--- config.mk ---
export PLATFORM = sky130hd
export DESIGN_NAME = humidity_temp_frame_check_convert_top
export DESIGN_NICKNAME = d
export VERILOG_FILES = /design/src/rtl/htfc_pkg.sv /design/src/rtl/htfc_frame.sv /design/src/rtl/htfc_conv.sv /design/src/rtl/humidity_temp_frame_check_convert_top.sv
export SDC_FILE = /design/constraint.sdc
export NUM_CORES = 1
export LEC_CHECK = 0
export BUFFER_PORTS_ARGS = -buffer_cell sky130_fd_sc_hd__buf_2
export CAP_MARGIN = 5
export CORE_UTILIZATION = 59
export CTS_BUF_LIST = sky130_fd_sc_hd__clkbuf_16
export DETAILED_ROUTE_END_ITERATION = 10
export PLACE_DENSITY = 0.83
export SLEW_MARGIN = 20
export SYNTH_ARGS = -nofsm -noshare
export SYNTH_HDL_FRONTEND = slang
export SYNTH_SLANG_ARGS = --single-unit
--- constraint.sdc ---
create_clock -name clk_i -period 8.37 [get_ports clk_i]
set_clock_uncertainty 0.1 [all_clocks]
set_input_delay 1.674 -clock clk_i [delete_from_list [all_inputs] [get_ports clk_i]]
set_output_delay 1.674 -clock clk_i [all_outputs]
set_load 0.1 [all_outputs]
--- src/rtl/htfc_pkg.sv ---
// Package for the humidity/temperature frame checker.
// Holds the CRC-8 step function, scale constants, status codes and the
// frame-to-converter struct. No dependencies.
package htfc_pkg;

  localparam int unsigned ByteW = 8;
  localparam int unsigned WordW = 16;
  localparam int unsigned PosW  = 3;
  localparam int unsigned ValW  = 15;
  localparam int unsigned StatW = 2;

  localparam logic [ByteW-1:0] CrcInit = 8'hFF;
  localparam logic [ByteW-1:0] CrcPoly = 8'h31;

  // byte positions within a reply
  localparam logic [PosW-1:0] POS_T_MSB = 3'd0;
  localparam logic [PosW-1:0] POS_T_LSB = 3'd1;
  localparam logic [PosW-1:0] POS_T_CRC = 3'd2;
  localparam logic [PosW-1:0] POS_H_MSB = 3'd3;
  localparam logic [PosW-1:0] POS_H_LSB = 3'd4;

  localparam logic [StatW-1:0] STAT_OK       = 2'd0;
  localparam logic [StatW-1:0] STAT_TEMP_BAD = 2'd1;
  localparam logic [StatW-1:0] STAT_HUMI_BAD = 2'd2;

  localparam int unsigned TProdW = 31;
  localparam int unsigned HProdW = 30;
  localparam logic [TProdW-1:0] TempScale  = 31'd17500;
  localparam logic [HProdW-1:0] HumiScale  = 30'd12500;
  localparam logic [ValW:0]     TempOffset = 16'd4500;
  localparam logic [ValW:0]     HumiOffset = 16'd600;
  localparam logic [WordW:0]    WordMax    = 17'd65535;

  typedef struct packed {
    logic             last;
    logic             temp_bad;
    logic             humi_bad;
    logic [WordW-1:0] temp_ticks;
    logic [WordW-1:0] humi_ticks;
  } frame_t;

  function automatic logic [ByteW-1:0] crc_feed(input logic [ByteW-1:0] crc,
                                                 input logic [ByteW-1:0] b);
    logic [ByteW-1:0] c;
    c = crc ^ b;
    for (int k = 0; k < ByteW; k++) begin
      if (c[ByteW-1]) begin
        c = {c[ByteW-2:0], 1'b0} ^ CrcPoly;
      end else begin
        c = {c[ByteW-2:0], 1'b0};
      end
    end
    return c;
  endfunction

endpackage

--- src/rtl/htfc_frame.sv ---
// Reply framing: byte position, running CRC-8 and captured words.
// Depends on htfc_pkg.
module htfc_frame import htfc_pkg::*; (
  input  logic             clk_i,
  input  logic             rst_ni,
  input  logic             step_i,
  input  logic [ByteW-1:0] byte_i,
  input  logic             start_i,
  output frame_t           frame_o
);

  logic [PosW-1:0]  pos_q, pos_d, pos;
  logic [ByteW-1:0] crc_q, crc_d;
  logic [WordW-1:0] temp_q, temp_d;
  logic [ByteW-1:0] hhi_q, hhi_d;
  logic [ByteW-1:0] hlo_q, hlo_d;
  logic             tbad_q, tbad_d;
  logic             last;

  assign pos = start_i ? POS_T_MSB : pos_q;

  always_comb begin
    pos_d  = pos_q;
    crc_d  = crc_q;
    temp_d = temp_q;
    hhi_d  = hhi_q;
    hlo_d  = hlo_q;
    tbad_d = tbad_q;
    last   = 1'b0;
    case (pos)
      POS_T_MSB: begin
        crc_d  = crc_feed(CrcInit, byte_i);
        temp_d = {byte_i, ByteW'(0)};
        pos_d  = POS_T_LSB;
      end
      POS_T_LSB: begin
        crc_d  = crc_feed(crc_q, byte_i);
        temp_d = {temp_q[WordW-1:ByteW], byte_i};
        pos_d  = POS_T_CRC;
      end
      POS_T_CRC: begin
        tbad_d = (crc_q != byte_i);
        crc_d  = CrcInit;
        pos_d  = POS_H_MSB;
      end
      POS_H_MSB: begin
        crc_d = crc_feed(CrcInit, byte_i);
        hhi_d = byte_i;
        pos_d = POS_H_LSB;
      end
      POS_H_LSB: begin
        crc_d = crc_feed(crc_q, byte_i);
        hlo_d = byte_i;
        pos_d = pos_q + PosW'(1);
      end
      default: begin
        last   = 1'b1;
        crc_d  = CrcInit;
        tbad_d = 1'b0;
        pos_d  = POS_T_MSB;
      end
    endcase
  end

  always_ff @(posedge clk_i or negedge rst_ni) begin
    if (!rst_ni) begin
      pos_q  <= POS_T_MSB;
      crc_q  <= CrcInit;
      temp_q <= '0;
      hhi_q  <= '0;
      hlo_q  <= '0;
      tbad_q <= 1'b0;
    end else if (step_i) begin
      pos_q  <= pos_d;
      crc_q  <= crc_d;
      temp_q <= temp_d;
      hhi_q  <= hhi_d;
      hlo_q  <= hlo_d;
      tbad_q <= tbad_d;
    end
  end

  assign frame_o.last       = last;
  assign frame_o.temp_bad   = tbad_q;
  assign frame_o.humi_bad   = (crc_q != byte_i);
  assign frame_o.temp_ticks = temp_q;
  assign frame_o.humi_ticks = {hhi_q, hlo_q};

endmodule

--- src/rtl/htfc_conv.sv ---
// Status select and fixed-point conversion of both words to hundredths.
// Divide by 65535 is done as high half plus a one-step correction.
// Depends on htfc_pkg.
module htfc_conv import htfc_pkg::*; (
  input  frame_t                 frame_i,
  output logic signed [ValW-1:0] temp_o,
  output logic signed [ValW-1:0] humi_o,
  output logic [StatW-1:0]       status_o
);

  localparam int unsigned TQW = TProdW - WordW;
  localparam int unsigned HQW = HProdW - WordW;

  logic [TProdW-1:0] t_prod;
  logic [HProdW-1:0] h_prod;
  logic [WordW:0]    t_sum, h_sum;
  logic [TQW-1:0]    t_quo;
  logic [HQW-1:0]    h_quo;
  logic [ValW:0]     t_val, h_val;
  logic              ok;

  assign t_prod = TempScale * TProdW'(frame_i.temp_ticks);
  assign h_prod = HumiScale * HProdW'(frame_i.humi_ticks);

  // x / 65535 = hi + ((hi + lo) >= 65535), hi + lo stays below 2*65535
  assign t_sum = (WordW+1)'(t_prod[TProdW-1:WordW]) + (WordW+1)'(t_prod[WordW-1:0]);
  assign h_sum = (WordW+1)'(h_prod[HProdW-1:WordW]) + (WordW+1)'(h_prod[WordW-1:0]);
  assign t_quo = t_prod[TProdW-1:WordW] + TQW'(t_sum >= WordMax);
  assign h_quo = h_prod[HProdW-1:WordW] + HQW'(h_sum >= WordMax);

  assign t_val = (ValW+1)'(t_quo) - TempOffset;
  assign h_val = (ValW+1)'(h_quo) - HumiOffset;

  assign ok = !frame_i.temp_bad && !frame_i.humi_bad;

  always_comb begin
    if (frame_i.temp_bad) begin
      status_o = STAT_TEMP_BAD;
    end else if (frame_i.humi_bad) begin
      status_o = STAT_HUMI_BAD;
    end else begin
      status_o = STAT_OK;
    end
  end

  assign temp_o = ok ? $signed(t_val[ValW-1:0]) : '0;
  assign humi_o = ok ? $signed(h_val[ValW-1:0]) : '0;

endmodule

--- src/rtl/humidity_temp_frame_check_convert_top.sv ---
// Top level: input register, reply framing, conversion, result register.
// Depends on htfc_pkg, htfc_frame, htfc_conv.
//
//   channel | direction | handshake                | payload
//   in      | input     | in_valid_i / in_stall_o   | data_byte_i, frame_start_i
//   out     | output    | out_valid_o / out_stall_i | temperature_centi_o,
//           |           |                          | humidity_centi_o, status_o
//
// One byte per cycle unless a stalled result holds the sixth byte; the
// sixth byte enters the input register, then the result register loads.
// Reset clears the byte position, CRC and the captured words.
// A stalled result holds only the sixth byte of the next reply in the
// input register; other bytes keep flowing while the result waits.
module humidity_temp_frame_check_convert_top import htfc_pkg::*; (
  input  logic                   clk_i,
  input  logic                   rst_ni,
  input  logic                   in_valid_i,
  output logic                   in_stall_o,
  input  logic [ByteW-1:0]       data_byte_i,
  input  logic                   frame_start_i,
  output logic                   out_valid_o,
  input  logic                   out_stall_i,
  output logic signed [ValW-1:0] temperature_centi_o,
  output logic signed [ValW-1:0] humidity_centi_o,
  output logic [StatW-1:0]       status_o
);

  logic                   in_vld_q;
  logic [ByteW-1:0]       byte_q;
  logic                   start_q;
  logic                   adv;
  logic                   out_load;
  logic                   out_vld_q;
  logic signed [ValW-1:0] temp_q, humi_q;
  logic [StatW-1:0]       stat_q;
  frame_t                 frame;
  logic signed [ValW-1:0] temp_c, humi_c;
  logic [StatW-1:0]       stat_c;

  assign adv        = in_vld_q && (!frame.last || !out_vld_q || !out_stall_i);
  assign in_stall_o = in_vld_q && !adv;
  assign out_load   = adv && frame.last;

  always_ff @(posedge clk_i or negedge rst_ni) begin
    if (!rst_ni) begin
      in_vld_q <= 1'b0;
    end else if (!in_stall_o) begin
      in_vld_q <= in_valid_i;
    end
  end

  always_ff @(posedge clk_i) begin
    if (in_valid_i && !in_stall_o) begin
      byte_q  <= data_byte_i;
      start_q <= frame_start_i;
    end
  end

  htfc_frame u_frame (
    .clk_i   (clk_i),
    .rst_ni  (rst_ni),
    .step_i  (adv),
    .byte_i  (byte_q),
    .start_i (start_q),
    .frame_o (frame)
  );

  htfc_conv u_conv (
    .frame_i  (frame),
    .temp_o   (temp_c),
    .humi_o   (humi_c),
    .status_o (stat_c)
  );

  always_ff @(posedge clk_i or negedge rst_ni) begin
    if (!rst_ni) begin
      out_vld_q <= 1'b0;
    end else if (out_load) begin
      out_vld_q <= 1'b1;
    end else if (!out_stall_i) begin
      out_vld_q <= 1'b0;
    end
  end

  always_ff @(posedge clk_i) begin
    if (out_load) begin
      temp_q <= temp_c;
      humi_q <= humi_c;
      stat_q <= stat_c;
    end
  end

  assign out_valid_o         = out_vld_q;
  assign temperature_centi_o = temp_q;
  assign humidity_centi_o    = humi_q;
  assign status_o            = stat_q;

endmodule
-- After elaboration in Yosys (flattened, before gate mapping)
Index checks and enable logic that the tools add are counted.
- register bits: 87
- bits in writable memories: 0
- memory bits (read-only): 0
- bits in latches: 0
- bits of input ports: 13
- logic and storage cells: 154
- output and inout bits: 34
- memories: 0
- $lt $le $gt $ge: 2
- reductions and logical operators: 22
- muxes and demuxes: 67
- bitwise gates (word level): 34
- equal/unequal tests: 6
- shift operators: 0
- div/mod/pow operators: 0
- multipliers: 2
- add/sub/neg operators: 7
- operator list (operator ; number):
    8-bit two-way mux ; 28
    6-bit two-way mux ; 30
    3-bit inverter ; 30
    17-bit by 16-bit >= comparator with 1-bit output, second input constant ; 2
    16-bit case mux with 2 select lines ; 1
    8-bit case mux with 4 select lines ; 1
    13-bit by 16-bit multiplier with 29-bit output, first input constant ; 1
    12-bit by 16-bit multiplier with 28-bit output, first input constant ; 1
    14-bit by 16-bit adder with 17-bit output ; 1
    15-bit by 16-bit adder with 17-bit output ; 1
    15-bit by 1-bit adder with 15-bit output ; 1
    3-bit case mux with 5 select lines ; 1
    14-bit by 10-bit subtractor with 15-bit output, second input constant ; 1
    15-bit by 13-bit subtractor with 15-bit output, second input constant ; 1
    14-bit by 1-bit adder with 14-bit output ; 1
    8-bit inequality test ; 1
    8-bit inverter ; 1
    2-bit AND reduction ; 4
    8-bit XOR ; 1
    3-bit by 2-bit == test with 1-bit output, second input constant ; 2
    1-bit zero test ; 6
    1-bit logical AND ; 5
    5-bit OR reduction ; 1
    4-bit OR reduction ; 1
    13 further kinds ; 17

-- Longest topological paths before layout
Gate-level depths: netlist (run 1).
- depth in word-level cells: 25
- gate-level depth with buffers: 42
- depth with buffers taken out: 40

-- Hierarchy
A second synthesis (run 1) with hierarchy kept.
- cell total of the unflattened synthesis: 1403
- area total of the unflattened synthesis: 13133.8 µm²
- modules (own cells, without submodules) (module ; sequential area each (µm²) ; cells an instance ; area each (µm²) ; instances):
    htfc_conv ; 0.0 ; 1153 ; 9337.7 ; 1
    htfc_frame ; 1111.1 ; 197 ; 2459.9 ; 1
    humidity_temp_frame_check_convert_top ; 1281.2 ; 53 ; 1336.3 ; 1

-- Least setup slack after synthesis (run 1)
OpenSTA, ideal clock, no wires.
- path type: flip-flop to flip-flop
- from: reg u_frame.hlo_q[2]
- to: reg humi_q[13] (netlist: humidity_centi_o[13]), data pin
- period minus slack after synthesis: 8749 ps
- setup time: 261 ps
- stages on the path, launching flop included: 41
- data required time: 8009 ps
- slack: -379 ps
- data arrival time: 8389 ps
- cells stage by stage: dfrtp_1 ha_1 ha_1 xor2_1 ha_1 fa_1 inv_1 fa_1 inv_1 ha_1 buf_4 a21o_1 o221ai_1 a2111oi_1 a2111oi_4 ha_1 fa_1 a21o_1 (+5 left out) o211a_1 a211oi_1 nor2_1 o2111ai_1 nand2_1 ha_1 ha_1 and2_1 buf_2 nand2_1 xnor2_1 ha_1 o32a_1 nor2_1 o32ai_1 and2_1 a21oi_1 mux2i_1
- word-level cells in the longest chain between the ends: 5
- ends and longest elaborated chain (item ; line ; source):
    start, declared ; htfc_frame.sv:16 ; logic [ByteW-1:0] hlo_q, hlo_d;
    start signal, assigned ; htfc_frame.sv:78 ; hlo_q <= hlo_d;
    12-bit by 16-bit multiplier with 28-bit output (*) ; htfc_conv.sv:23 ; assign h_prod = HumiScale * HProdW'(frame_i.humi_ticks);
    14-bit by 16-bit adder with 17-bit output ; htfc_conv.sv:27 ; assign h_sum = (WordW+1)'(h_prod[HProdW-1:WordW]) + (WordW+1)'(h_prod[WordW-1:0]);
    17-bit by 16-bit >= comparator with 1-bit output ; htfc_conv.sv:29 ; assign h_quo = h_prod[HProdW-1:WordW] + HQW'(h_sum >= WordMax);
    14-bit by 1-bit adder with 14-bit output (*) ; htfc_conv.sv:29 ;
    14-bit by 10-bit subtractor with 15-bit output (*) ; htfc_conv.sv:32 ; assign h_val = (ValW+1)'(h_quo) - HumiOffset;
    end signal, assigned ; humidity_temp_frame_check_convert_top.sv:88 ; humi_q <= humi_c;
    end, declared ; humidity_temp_frame_check_convert_top.sv:34 ; logic signed [ValW-1:0] temp_q, humi_q;
Every way passes the cells marked *; elsewhere a longest branch is shown, timed or not.
A chain may end at the register's enable or synchronous reset.

-- Worst setup path after layout (run 1)
- from: reg u_frame.temp_q[7]
- to: reg temp_q[11] (netlist: temperature_centi_o[11]), data pin
- word-level cells in the longest chain between the ends: 5
- ends and longest elaborated chain (item ; line ; source):
    start, declared ; htfc_frame.sv:14 ; logic [WordW-1:0] temp_q, temp_d;
    start signal, assigned ; htfc_frame.sv:76 ; temp_q <= temp_d;
    13-bit by 16-bit multiplier with 29-bit output (*) ; htfc_conv.sv:22 ; assign t_prod = TempScale * TProdW'(frame_i.temp_ticks);
    15-bit by 16-bit adder with 17-bit output ; htfc_conv.sv:26 ; assign t_sum = (WordW+1)'(t_prod[TProdW-1:WordW]) + (WordW+1)'(t_prod[WordW-1:0]);
    17-bit by 16-bit >= comparator with 1-bit output ; htfc_conv.sv:28 ; assign t_quo = t_prod[TProdW-1:WordW] + TQW'(t_sum >= WordMax);
    15-bit by 1-bit adder with 15-bit output (*) ; htfc_conv.sv:28 ;
    15-bit by 13-bit subtractor with 15-bit output (*) ; htfc_conv.sv:31 ; assign t_val = (ValW+1)'(t_quo) - TempOffset;
    end signal, assigned ; humidity_temp_frame_check_convert_top.sv:87 ; temp_q <= temp_c;
    end, declared ; humidity_temp_frame_check_convert_top.sv:34 ;
Marks and branches as above.

==> impl_metrics.env, run 1 <==
export IMPL_ys_ff_latch=87
export IMPL_min_from="u_frame.crc_q[1]"
export IMPL_ys_seq_area_share_pct=18.7
export IMPL_nFillCells=1317
export IMPL_final_nets=1866
export IMPL_start_util_pct=60.6
export IMPL_reg2reg_slack_ns=0.10
export IMPL_slowest_stage="or4_4"
export IMPL_die_area_um2=22300
export IMPL_slew_violations=0
export IMPL_synth_xor_area_share_pct=8.75
export IMPL_die_y_um=149
export IMPL_clk_insertion_delay_late_ns=0.36
export IMPL_synth_cell_types=87
export IMPL_viasPerCell=5.95
export IMPL_final_layout_size_suffix_gt1_share_pct=24.0
export IMPL_hold_class="reg -> reg"
export IMPL_synth_simple_area_share_pct=12.1
export IMPL_h_tree_depth=3
export IMPL_ctsHoldBuffers=0
export IMPL_drtIter0Drc=718
export IMPL_tritoncts="done"
export IMPL_worstSetupEndpointType="flip-flop"
export IMPL_vias=10800
export IMPL_drv_cap=0
export IMPL_arrival_ns=8.29
export IMPL_antenna_found_initial=0
export IMPL_period_share_pct=98.8
export IMPL_synth_compound_area_share_pct=13.9
export IMPL_drt_wirelength_per_cell_um=18.6
export IMPL_setup_viol=0
export IMPL_overflow=0
export IMPL_grt_pass1_wl_um=48200
export IMPL_io_buffer_count=46
export IMPL_finalCriticalPeriod_ns=8.27
export IMPL_fmax_ghz=0.121
export IMPL_cts_buffers=9
export IMPL_clockRootBuffer="clkbuf_16"
export IMPL_cts_reportedPaths_clkPinSlew_ns=0.07
export IMPL_gp_congestion=0.964
export IMPL_num_antenna_cells=0
export IMPL_max_stage_delay_ns=0.56
export IMPL_synthesis_area_um2=12800
export IMPL_worstPathRequired_ns=8.39
export IMPL_synth_avg_cell_area_um2=9.20
export IMPL_critPathMaxFanout=5
export IMPL_drc=0
export IMPL_synth_top_family_by_area="adder cells"
export IMPL_async_flop_share_pct=52.9
export IMPL_area_growth_pct=20.5
export IMPL_clock_sinks=87
export IMPL_seqCellArea_um2=2410
export IMPL_worstSetupPathType="reg -> reg"
export IMPL_antenna_left=0
export IMPL_synthCells=1392
export IMPL_synthAdderAreaFrac_pct=36.5
export IMPL_drt_pass1_iter_count=6
export IMPL_worstMarginPinSlew_ns=0.997
export IMPL_hpwl_um=24100
export IMPL_yosysWarnings=0
export IMPL_grt_util_all_layers_pct=27.2
export IMPL_grt_max_degree=47
export IMPL_syn_nets=1728
export IMPL_startpoint="u_frame.temp_q[7]"
export IMPL_hold_viol=0
export IMPL_die_w_um=149
export IMPL_outcome="finished, final reports clean"
export IMPL_synth_main_ff_cell="edfxtp_1"
export IMPL_slew_headroom_pct=33.4
export IMPL_final_util_pct=73.0
export IMPL_multiInputGateArea_um2=10400
export IMPL_placementRows=53
export IMPL_wirelength_um=33700
export IMPL_cts_buffer_depth=2
export IMPL_core_um2=21200
export IMPL_r2r_start="u_frame.temp_q[7]"
export IMPL_io_pins=47
export IMPL_grt_pass1_vias=10200
export IMPL_synth_area_mux_share_pct=2.14
export IMPL_synth_edf_count=41
export IMPL_cp_start_kind="flip-flop"
-- path summary, 6_finish.rpt --
kind / end / cells past startpoint
worst min register to register: u_frame.crc_q[1] / 2
max in group asynchronous: u_frame.hlo_q[5] / 1
worst max register to register: temperature_centi_o[11] / 37
worst min-delay path: u_frame.crc_q[1] / 2
worst max-delay path: temperature_centi_o[11] / 37
min in group asynchronous: in_vld_q / 1
-- cells in the mapped netlist, types with 4 or more instances --
| cell type | instances | area, um^2 |
|---|---|---|
| dfstp_2 | 8 | 210 |
| fa_1 | 85 | 1700 |
| nor2_1 | 66 | 248 |
| xor2_1 | 36 | 315 |
| o31ai_1 | 5 | 37.5 |
| nand3_1 | 14 | 70.1 |
| o21a_1 | 9 | 67.6 |
| buf_2 | 7 | 35.0 |
| xnor2_1 | 85 | 744 |
| nor4_1 | 6 | 37.5 |
| a221oi_1 | 9 | 78.8 |
| nor2b_1 | 13 | 81.3 |
| a2111oi_0 | 4 | 35.0 |
| a211o_1 | 4 | 35.0 |
| nand2_1 | 94 | 353 |
| clkbuf_1 | 25 | 93.8 |
| or3_1 | 6 | 37.5 |
| nand4_1 | 11 | 68.8 |
| and3_1 | 12 | 75.1 |
| mux2i_1 | 6 | 60.1 |
| mux2_2 | 18 | 203 |
| and2_1 | 18 | 113 |
| inv_1 | 233 | 875 |
| a21oi_1 | 63 | 315 |
| edfxtp_1 | 41 | 1230 |
| o21ai_0 | 47 | 235 |
| a21o_1 | 27 | 203 |
| dfrtp_1 | 38 | 951 |
| o21bai_1 | 11 | 82.6 |
| nand2b_1 | 14 | 87.6 |
| o211ai_1 | 11 | 82.6 |
| o21ai_1 | 5 | 25.0 |
| ha_1 | 238 | 2980 |
| o2111ai_1 | 4 | 35.0 |
| or4_1 | 4 | 30.0 |
| a211oi_1 | 13 | 97.6 |
| nor3_1 | 27 | 135 |
| a31oi_1 | 8 | 50.1 |
-- metal layers --
| layer | wire (um) | vias up | global-route usage [%] |
|---|---|---|---|
| met5 | 0 | - | 0 |
| met4 | 1140 | 0 | 6.84 |
| met3 | 2000 | 115 | 3.70 |
| met2 | 16700 | 427 | 47.0 |
| met1 | 13800 | 5174 | 35.8 |
| li1 | - | 5053 | - |
-- worst max-delay path: cells and delay by family, from the launching register on --
family / cells / cell delay [ns]
flops: 1 / 0.44
fa+ha+maj: 8 / 2.69
xor+xnor: 2 / 0.21
simple gates: 10 / 2.20
buf+inv: 8 / 0.77
compound gates: 9 / 1.62
-- timing repair --
action                     in CTS  in global routing
setup endpoints to repair      11                 19
pin swaps                       7                 76
setup buffers                   1                 30
resized for setup              44                135
-- per-stage QoR --
stage	setup slack [ns]	instance area [um^2]	hold slack (ns)	std cells	setup TNS (ns)
floorplan	0.00815	12800	0.368	1392	0
finish	0.102	15400	0.391	1810	0
detailed placement	-0.201	13900	0.382	1764	-0.935
CTS	-0.00601	14400	0.392	1781	-0.00601
global placement	0.0574	13900	0.374	1764	0
global route	-0.147	15400	0.405	1810	-0.766
-- kinds of logic after synthesis --
group | count (synthesis)
xor+xnor | 124
fa+ha+maj | 323
compound gates | 259
flops | 87
mux | 25
buf+inv | 267
simple gates | 307
-- state kept, by name (all words and copies together), names as in the netlist, 2 cells and up --
register and count:
byte_q 8, humidity_centi_o 15, status_o 2, temperature_centi_o 15, u_frame.crc_q 8, u_frame.hhi_q 8
u_frame.hlo_q 8, u_frame.pos_q 3, u_frame.temp_q 16
-- cells in the final DEF, fill, tap and decap left out, types with 26 or more instances in the layout --
master	netlist	routed
ha_4	0	39
buf_2	7	45
xor2_1	36	32
nand2_1	94	92
ha_1	238	190
a21oi_1	63	49
edfxtp_1	41	41
buf_4	2	110
fa_1	85	81
a21o_1	27	27
o21ai_0	47	41
inv_1	233	227
nor2_1	66	61
xnor2_1	85	80
dfrtp_1	38	26
-- final cells by class --
type                    count  area share [%]
clock buffers              10            1.62
clock inverters             6           0.300
inverters                 233            5.67
multi-input cells        1038            67.3
flip-flops and latches     87            15.6
well taps                 275            2.23
repair buffers            161            7.25
Power of run 1 is not shown: default switching activity piles up to over one toggle a cycle in this logic, so the estimate is an artifact.
==> inputs of run 2 (changes only) <==
--- a/config.mk
+++ b/config.mk
@@ -7,8 +7,10 @@
 export LEC_CHECK = 0
 export BUFFER_PORTS_ARGS = -buffer_cell sky130_fd_sc_hd__buf_2
 export CAP_MARGIN = 5
+export CORE_MARGIN = 2
 export CORE_UTILIZATION = 59
 export CTS_BUF_LIST = sky130_fd_sc_hd__clkbuf_16
+export CTS_CLUSTER_SIZE = 30
 export DETAILED_ROUTE_END_ITERATION = 10
 export PLACE_DENSITY = 0.83
 export SLEW_MARGIN = 20
==> impl_metrics.env, run 2 (synthesized netlist as in run 1, its figures left out) <==
export IMPL_placementRows=53
export IMPL_largest_register="u_frame.temp_q"
export IMPL_critPathMaxFanout=8
export IMPL_holdPathEnd="u_frame.crc_q[7]"
export IMPL_io_buffer_count=46
export IMPL_overflow=0
export IMPL_worstSetupEndpointType="flip-flop"
export IMPL_path_common_cell="ha_4"
export IMPL_die_y_um=151
export IMPL_num_antenna_cells=0
export IMPL_hold_viol=0
export IMPL_gp_congestion=0.973
export IMPL_hpwl_um=24800
export IMPL_die_w_um=151
export IMPL_dp_cells=1774
export IMPL_slew_headroom_pct=31.8
export IMPL_most_common_layout_cells="inv_1 (228), ha_1 (191), buf_4 (148)"
export IMPL_min_from="u_frame.crc_q[7]"
export IMPL_cp_start_kind="flip-flop"
export IMPL_hold_path_depth=2
export IMPL_area_growth_pct=23.6
export IMPL_drv_cap=0
export IMPL_start_util_pct=60.6
export IMPL_violations="design-rule violations, negative setup slack"
export IMPL_fin_cells=1849
export IMPL_crit_buf_inv=6
export IMPL_r2r_cells=41
export IMPL_drt_pass1_iter_count=10
export IMPL_drtIter0Drc=766
export IMPL_setup_ws_ns=-0.0730
export IMPL_clockRootBuffer="clkbuf_16"
export IMPL_tritoncts="done"
export IMPL_final_area_um2=15800
export IMPL_cts_buffer_depth=2
export IMPL_rsz0062_at_grt="true"
export IMPL_mostFrequentLayoutCell="inv_1"
export IMPL_crit_family="adder cells"
export IMPL_path_depth=41
export IMPL_worstReg2RegEnd="humidity_centi_o[13]"
export IMPL_placed_area_um2=14000
export IMPL_final_layout_size_suffix_gt1_share_pct=26.5
export IMPL_period_share_pct=101
export IMPL_clk_insertion_delay_late_ns=0.37
export IMPL_slew_violations=0
export IMPL_h_tree_depth=3
export IMPL_grt_max_degree=47
export IMPL_reg2reg_slack_ns=-0.07
export IMPL_max_stage_delay_ns=0.57
export IMPL_largest_register_ffs=16
export IMPL_clock_sinks=87
export IMPL_core_um2=21200
export IMPL_drc=1
export IMPL_outcome="finished with violations"
export IMPL_hold_class="reg -> reg"
export IMPL_die_area_um2=22900
export IMPL_vias=11100
export IMPL_grt_pass1_vias=10500
export IMPL_arrival_ns=8.46
export IMPL_ctsHoldBuffers=0
export IMPL_io_pins=47
export IMPL_cts_reportedPaths_clkPinSlew_ns=0.07
export IMPL_antenna_found_initial=0
export IMPL_worstSetupPathType="reg -> reg"
export IMPL_final_nets=1905
export IMPL_drt_wirelength_per_cell_um=19.3
export IMPL_r2r_start="u_frame.hlo_q[6]"
export IMPL_grt_util_all_layers_pct=27.5
export IMPL_viasPerCell=6.00
export IMPL_fmax_ghz=0.118
export IMPL_antenna_left=0
export IMPL_whs_ns=0.391
export IMPL_slowest_stage="fa_1"
export IMPL_setup_viol=2
export IMPL_finalCriticalPeriod_ns=8.44
export IMPL_worstMarginPinSlew_ns=1.02
export IMPL_wirelength_um=35700
export IMPL_worstPathRequired_ns=8.38
export IMPL_grt_pass1_wl_um=50000
export IMPL_cts_buffers=9
==> run 2: changes by cell type in the layout (fill, tap and decap cells not counted), sizes merged <==
cell,delta
clkbuf,+1
clkinv,-1
buf,+39
==> run 2: worst reg2reg max path: cells and delay by family, from the launching register on <==
family | cells | cell delay, ns
buffers and inverters | 6 | 0.68
adders and majority gates | 9 | 2.80
DFF | 1 | 0.45
muxes | 2 | 0.42
xor gates and xnor gates | 2 | 0.33
and+or+nand+nor | 9 | 1.13
AOI/OAI and AO/OA | 13 | 2.31
==> run 2: worst max-delay path by stage <==
| stage | to | from | slack [ns] |
|---|---|---|---|
| after floorplan | humidity_centi_o[11] | u_frame.hlo_q[2] | 0.008 |
| after global placement | humidity_centi_o[11] | u_frame.hlo_q[7] | -0.003 |
| after detailed placement | temperature_centi_o[12] | u_frame.temp_q[3] | -0.38 |
| after CTS | temperature_centi_o[13] | u_frame.temp_q[4] | 0.01 |
| after global routing | temperature_centi_o[11] | u_frame.temp_q[4] | -0.48 |
| final | humidity_centi_o[13] | u_frame.hlo_q[6] | -0.07 |
==> run 2: metal layers <==
metal	track usage, %	vias up	share of wire, %
met5	0	-	0
met4	7.10	0	3.5
met3	4.67	137	7.4
met2	47.1	521	49
met1	36.0	5317	40
li1	-	5125	-
==> run 2: cell type report <==
class	instances	area, um^2
clock buffer	11	275
multi-input combinational	1038	10500
fill	1238	5320
sequential	87	2410
timing repair buffer	200	1420
clock inverter	5	41.3
tap	275	344
inverter	233	875
==> run 2: stage by stage <==
stage	util (%)	setup slack, ns	TNS [ns]
6_report	74.8	-0.0730	-0.131
5_1_grt	74.8	-0.483	-4.18
4_1_cts	69.3	0.00980	0
3_5_place_dp	66.1	-0.381	-2.07
3_3_place_gp	66.1	-0.00317	-0.00317
2_1_floorplan	-	0.00815	0
==> run 2: repair_timing <==
action                     CTS  global route
setup buffers               13            46
setup endpoints to repair   13            20
pin swaps                   19            99
gates resized for setup     47           147
Power of run 2 is left out for the same reason.
==> inputs of run 3 (changes only) <==
--- a/config.mk
+++ b/config.mk
@@ -12,8 +12,9 @@
 export CTS_BUF_LIST = sky130_fd_sc_hd__clkbuf_16
 export CTS_CLUSTER_SIZE = 30
 export DETAILED_ROUTE_END_ITERATION = 10
-export PLACE_DENSITY = 0.83
+export PLACE_DENSITY = 0.82
 export SLEW_MARGIN = 20
 export SYNTH_ARGS = -nofsm -noshare
 export SYNTH_HDL_FRONTEND = slang
+export SYNTH_HIERARCHICAL = 1
 export SYNTH_SLANG_ARGS = --single-unit
==> impl_metrics.env, run 3 <==
export IMPL_ys_seq_area_share_pct=18.2
export IMPL_most_common_layout_cells="buf_4 (238), inv_1 (217), ha_1 (174)"
export IMPL_synth_xor_area_share_pct=9.76
export IMPL_h_tree_depth=3
export IMPL_largest_register="u_frame/temp_q"
export IMPL_outcome="finished with violations"
export IMPL_ys_top_cells_by_count="ha_1 (241), inv_1 (236), fa_1 (83), xnor2_1 (83)"
export IMPL_hold_viol=0
export IMPL_grt_max_degree=47
export IMPL_arrival_ns=8.78
export IMPL_worstPathRequired_ns=8.36
export IMPL_synthAdderAreaFrac_pct=35.6
export IMPL_finalCriticalPeriod_ns=8.79
export IMPL_final_nets=2007
export IMPL_synthCells=1403
export IMPL_placementRows=54
export IMPL_max_stage_delay_ns=0.59
export IMPL_final_layout_size_suffix_gt1_share_pct=35.8
export IMPL_io_buffer_count=46
export IMPL_synthTopCellsByArea="ha_1 (23%), fa_1 (13%), edfxtp_1 (9.4%), dfrtp_1 (7.2%), inv_1 (6.7%)"
export IMPL_antenna_found_initial=0
export IMPL_die_w_um=153
export IMPL_yosysWarnings=6
export IMPL_clockRootBuffer="clkbuf_16"
export IMPL_synthesis_area_um2=13100
export IMPL_slew_violations=0
export IMPL_gp_congestion=0.960
export IMPL_worstSetupPathType="reg -> reg"
export IMPL_worstSetupEndpointType="flip-flop"
export IMPL_synth_edf_count=41
export IMPL_grt_util_all_layers_pct=29.0
export IMPL_worstMarginPinSlew_ns=0.877
export IMPL_async_flop_share_pct=52.9
export IMPL_cts_buffer_depth=2
export IMPL_clk_insertion_delay_late_ns=0.35
export IMPL_critPathMaxFanout=6
export IMPL_synth_avg_cell_area_um2=9.36
export IMPL_mostFrequentLayoutCell="buf_4"
export IMPL_drtIter0Drc=1140
export IMPL_synth_area_mux_share_pct=3.15
export IMPL_violations="negative setup slack"
export IMPL_io_pins=47
export IMPL_slowest_stage="fa_1"
export IMPL_ys_ff_latch=87
export IMPL_antenna_left=0
export IMPL_hold_class="reg -> reg"
export IMPL_die_area_um2=23500
export IMPL_setup_ws_ns=-0.416
export IMPL_slew_headroom_pct=41.3
export IMPL_cts_reportedPaths_clkPinSlew_ns=0.08
export IMPL_synth_top_area_share_pct=23.0
export IMPL_wirelength_um=43900
export IMPL_synth_simple_area_share_pct=12.2
export IMPL_drt_pass1_iter_count=8
export IMPL_syn_nets=1740
export IMPL_synth_cell_types=87
export IMPL_hpwl_um=27100
export IMPL_die_y_um=153
export IMPL_viasPerCell=6.40
export IMPL_num_antenna_cells=0
export IMPL_core_um2=21800
export IMPL_fmax_ghz=0.114
export IMPL_tritoncts="done"
export IMPL_largest_register_ffs=16
export IMPL_seqCellArea_um2=2410
export IMPL_vias=12500
export IMPL_dpl_worst_slack_ns=-0.419
export IMPL_start_util_pct=60.2
export IMPL_overflow=0
export IMPL_drt_wirelength_per_cell_um=22.5
export IMPL_synth_top_cell_by_area="ha_1"
export IMPL_nFillCells=1167
export IMPL_synth_main_ff_cell="edfxtp_1"
export IMPL_rsz0062_at_grt="true"
export IMPL_area_growth_pct=31.0
export IMPL_grt_pass1_wl_um=55300
export IMPL_drv_cap=0
export IMPL_clock_sinks=87
export IMPL_synth_top_family_by_area="adder cells"
export IMPL_synth_compound_area_share_pct=12.6
export IMPL_period_share_pct=105
export IMPL_drc=0
export IMPL_yosysMostFrequentCell="ha_1"
export IMPL_cp_start_kind="flip-flop"
export IMPL_multiInputGateArea_um2=11100
export IMPL_setup_tns_ns=-2.12
export IMPL_cts_buffers=9
export IMPL_grt_pass1_vias=11500
export IMPL_setup_viol=9
[run 3: changes by cell type in the layout (fill, tap and decap cells not counted), moves of 6 or more]
cell,delta
buf_4,+90
nand2_1,-33
ha_4,+19
ha_1,-17
o21ai_0,-16
inv_2,+14
inv_1,-11
xor2_1,-10
mux2_2,+7
nand4_1,+7
a211oi_1,-6
nor3_2,+6
[run 3: kinds of logic after synthesis]
group,after synthesis
flip-flops,87
adder cells (fa/ha/maj),324
AND/OR/NAND/NOR,307
buffers and inverters,278
XOR/XNOR,124
AO/OA/AOI/OAI,246
multiplexers,37
[run 3: metrics by stage]
stage,cell area (um^2),instances,hold slack [ns],util [%]
3_3_place_gp,15200,1886,0.402,69.6
3_5_place_dp,15200,1886,0.406,69.6
2_1_floorplan,13300,1403,0.363,-
6_report,17200,1955,0.420,78.8
4_1_cts,15900,1914,0.417,72.9
5_1_grt,17200,1955,0.444,78.8
[run 3: area by class of cell]
type / instances / share of cell area, %
clock inverters: 7 / 0.305
flip-flops and latches: 87 / 14.0
clock buffers: 9 / 1.31
multi-input cells: 1038 / 64.5
repair buffers: 297 / 12.7
inverters: 237 / 5.19
well taps: 280 / 2.04
[run 3: metal layers]
metal  GRT usage [%]  part of all wire [%]  up-vias
li1                -                     -     5363
met1            35.5                    36     6003
met2            52.0                    49      841
met3            4.39                   8.3      314
met4            9.79                   7.3        0
met5               0                     0        -
[run 3: critical path: cells and delay by family (launching register included)]
family	cells	cell delay [ns]
AOI/OAI and AO/OA	11	1.90
xor gates and xnor gates	4	0.62
adders and majority gates	10	3.32
buffers and inverters	5	0.70
DFF	1	0.46
muxes	1	0.14
and+or+nand+nor	10	1.26
[run 3: path summary, 6_finish.rpt]
kind	from	end	cells after the start	slack, ns
hold / removal	u_frame/crc_q[2]	u_frame/crc_q[2]	2	0.42
min in group asynchronous	rst_ni	u_frame/temp_q[0]	2	1.32
max in group asynchronous	rst_ni	u_frame/hlo_q[7]	2	6.41
hold reg to reg	u_frame/crc_q[2]	u_frame/crc_q[2]	2	0.42
setup / recovery	u_frame/hlo_q[3]	humidity_centi_o[11]	41	-0.42
setup reg to reg	u_frame/hlo_q[3]	humidity_centi_o[11]	41	-0.42
[run 3: repair_timing]
item | CTS | global route
gates resized for setup | 69 | 183
buffers inserted | 12 | 41
pin swaps | 35 | 135
hold buffers | 0 | 0
endpoints found under the setup margin | 13 | 18
Power of run 3 is left out for the same reason.
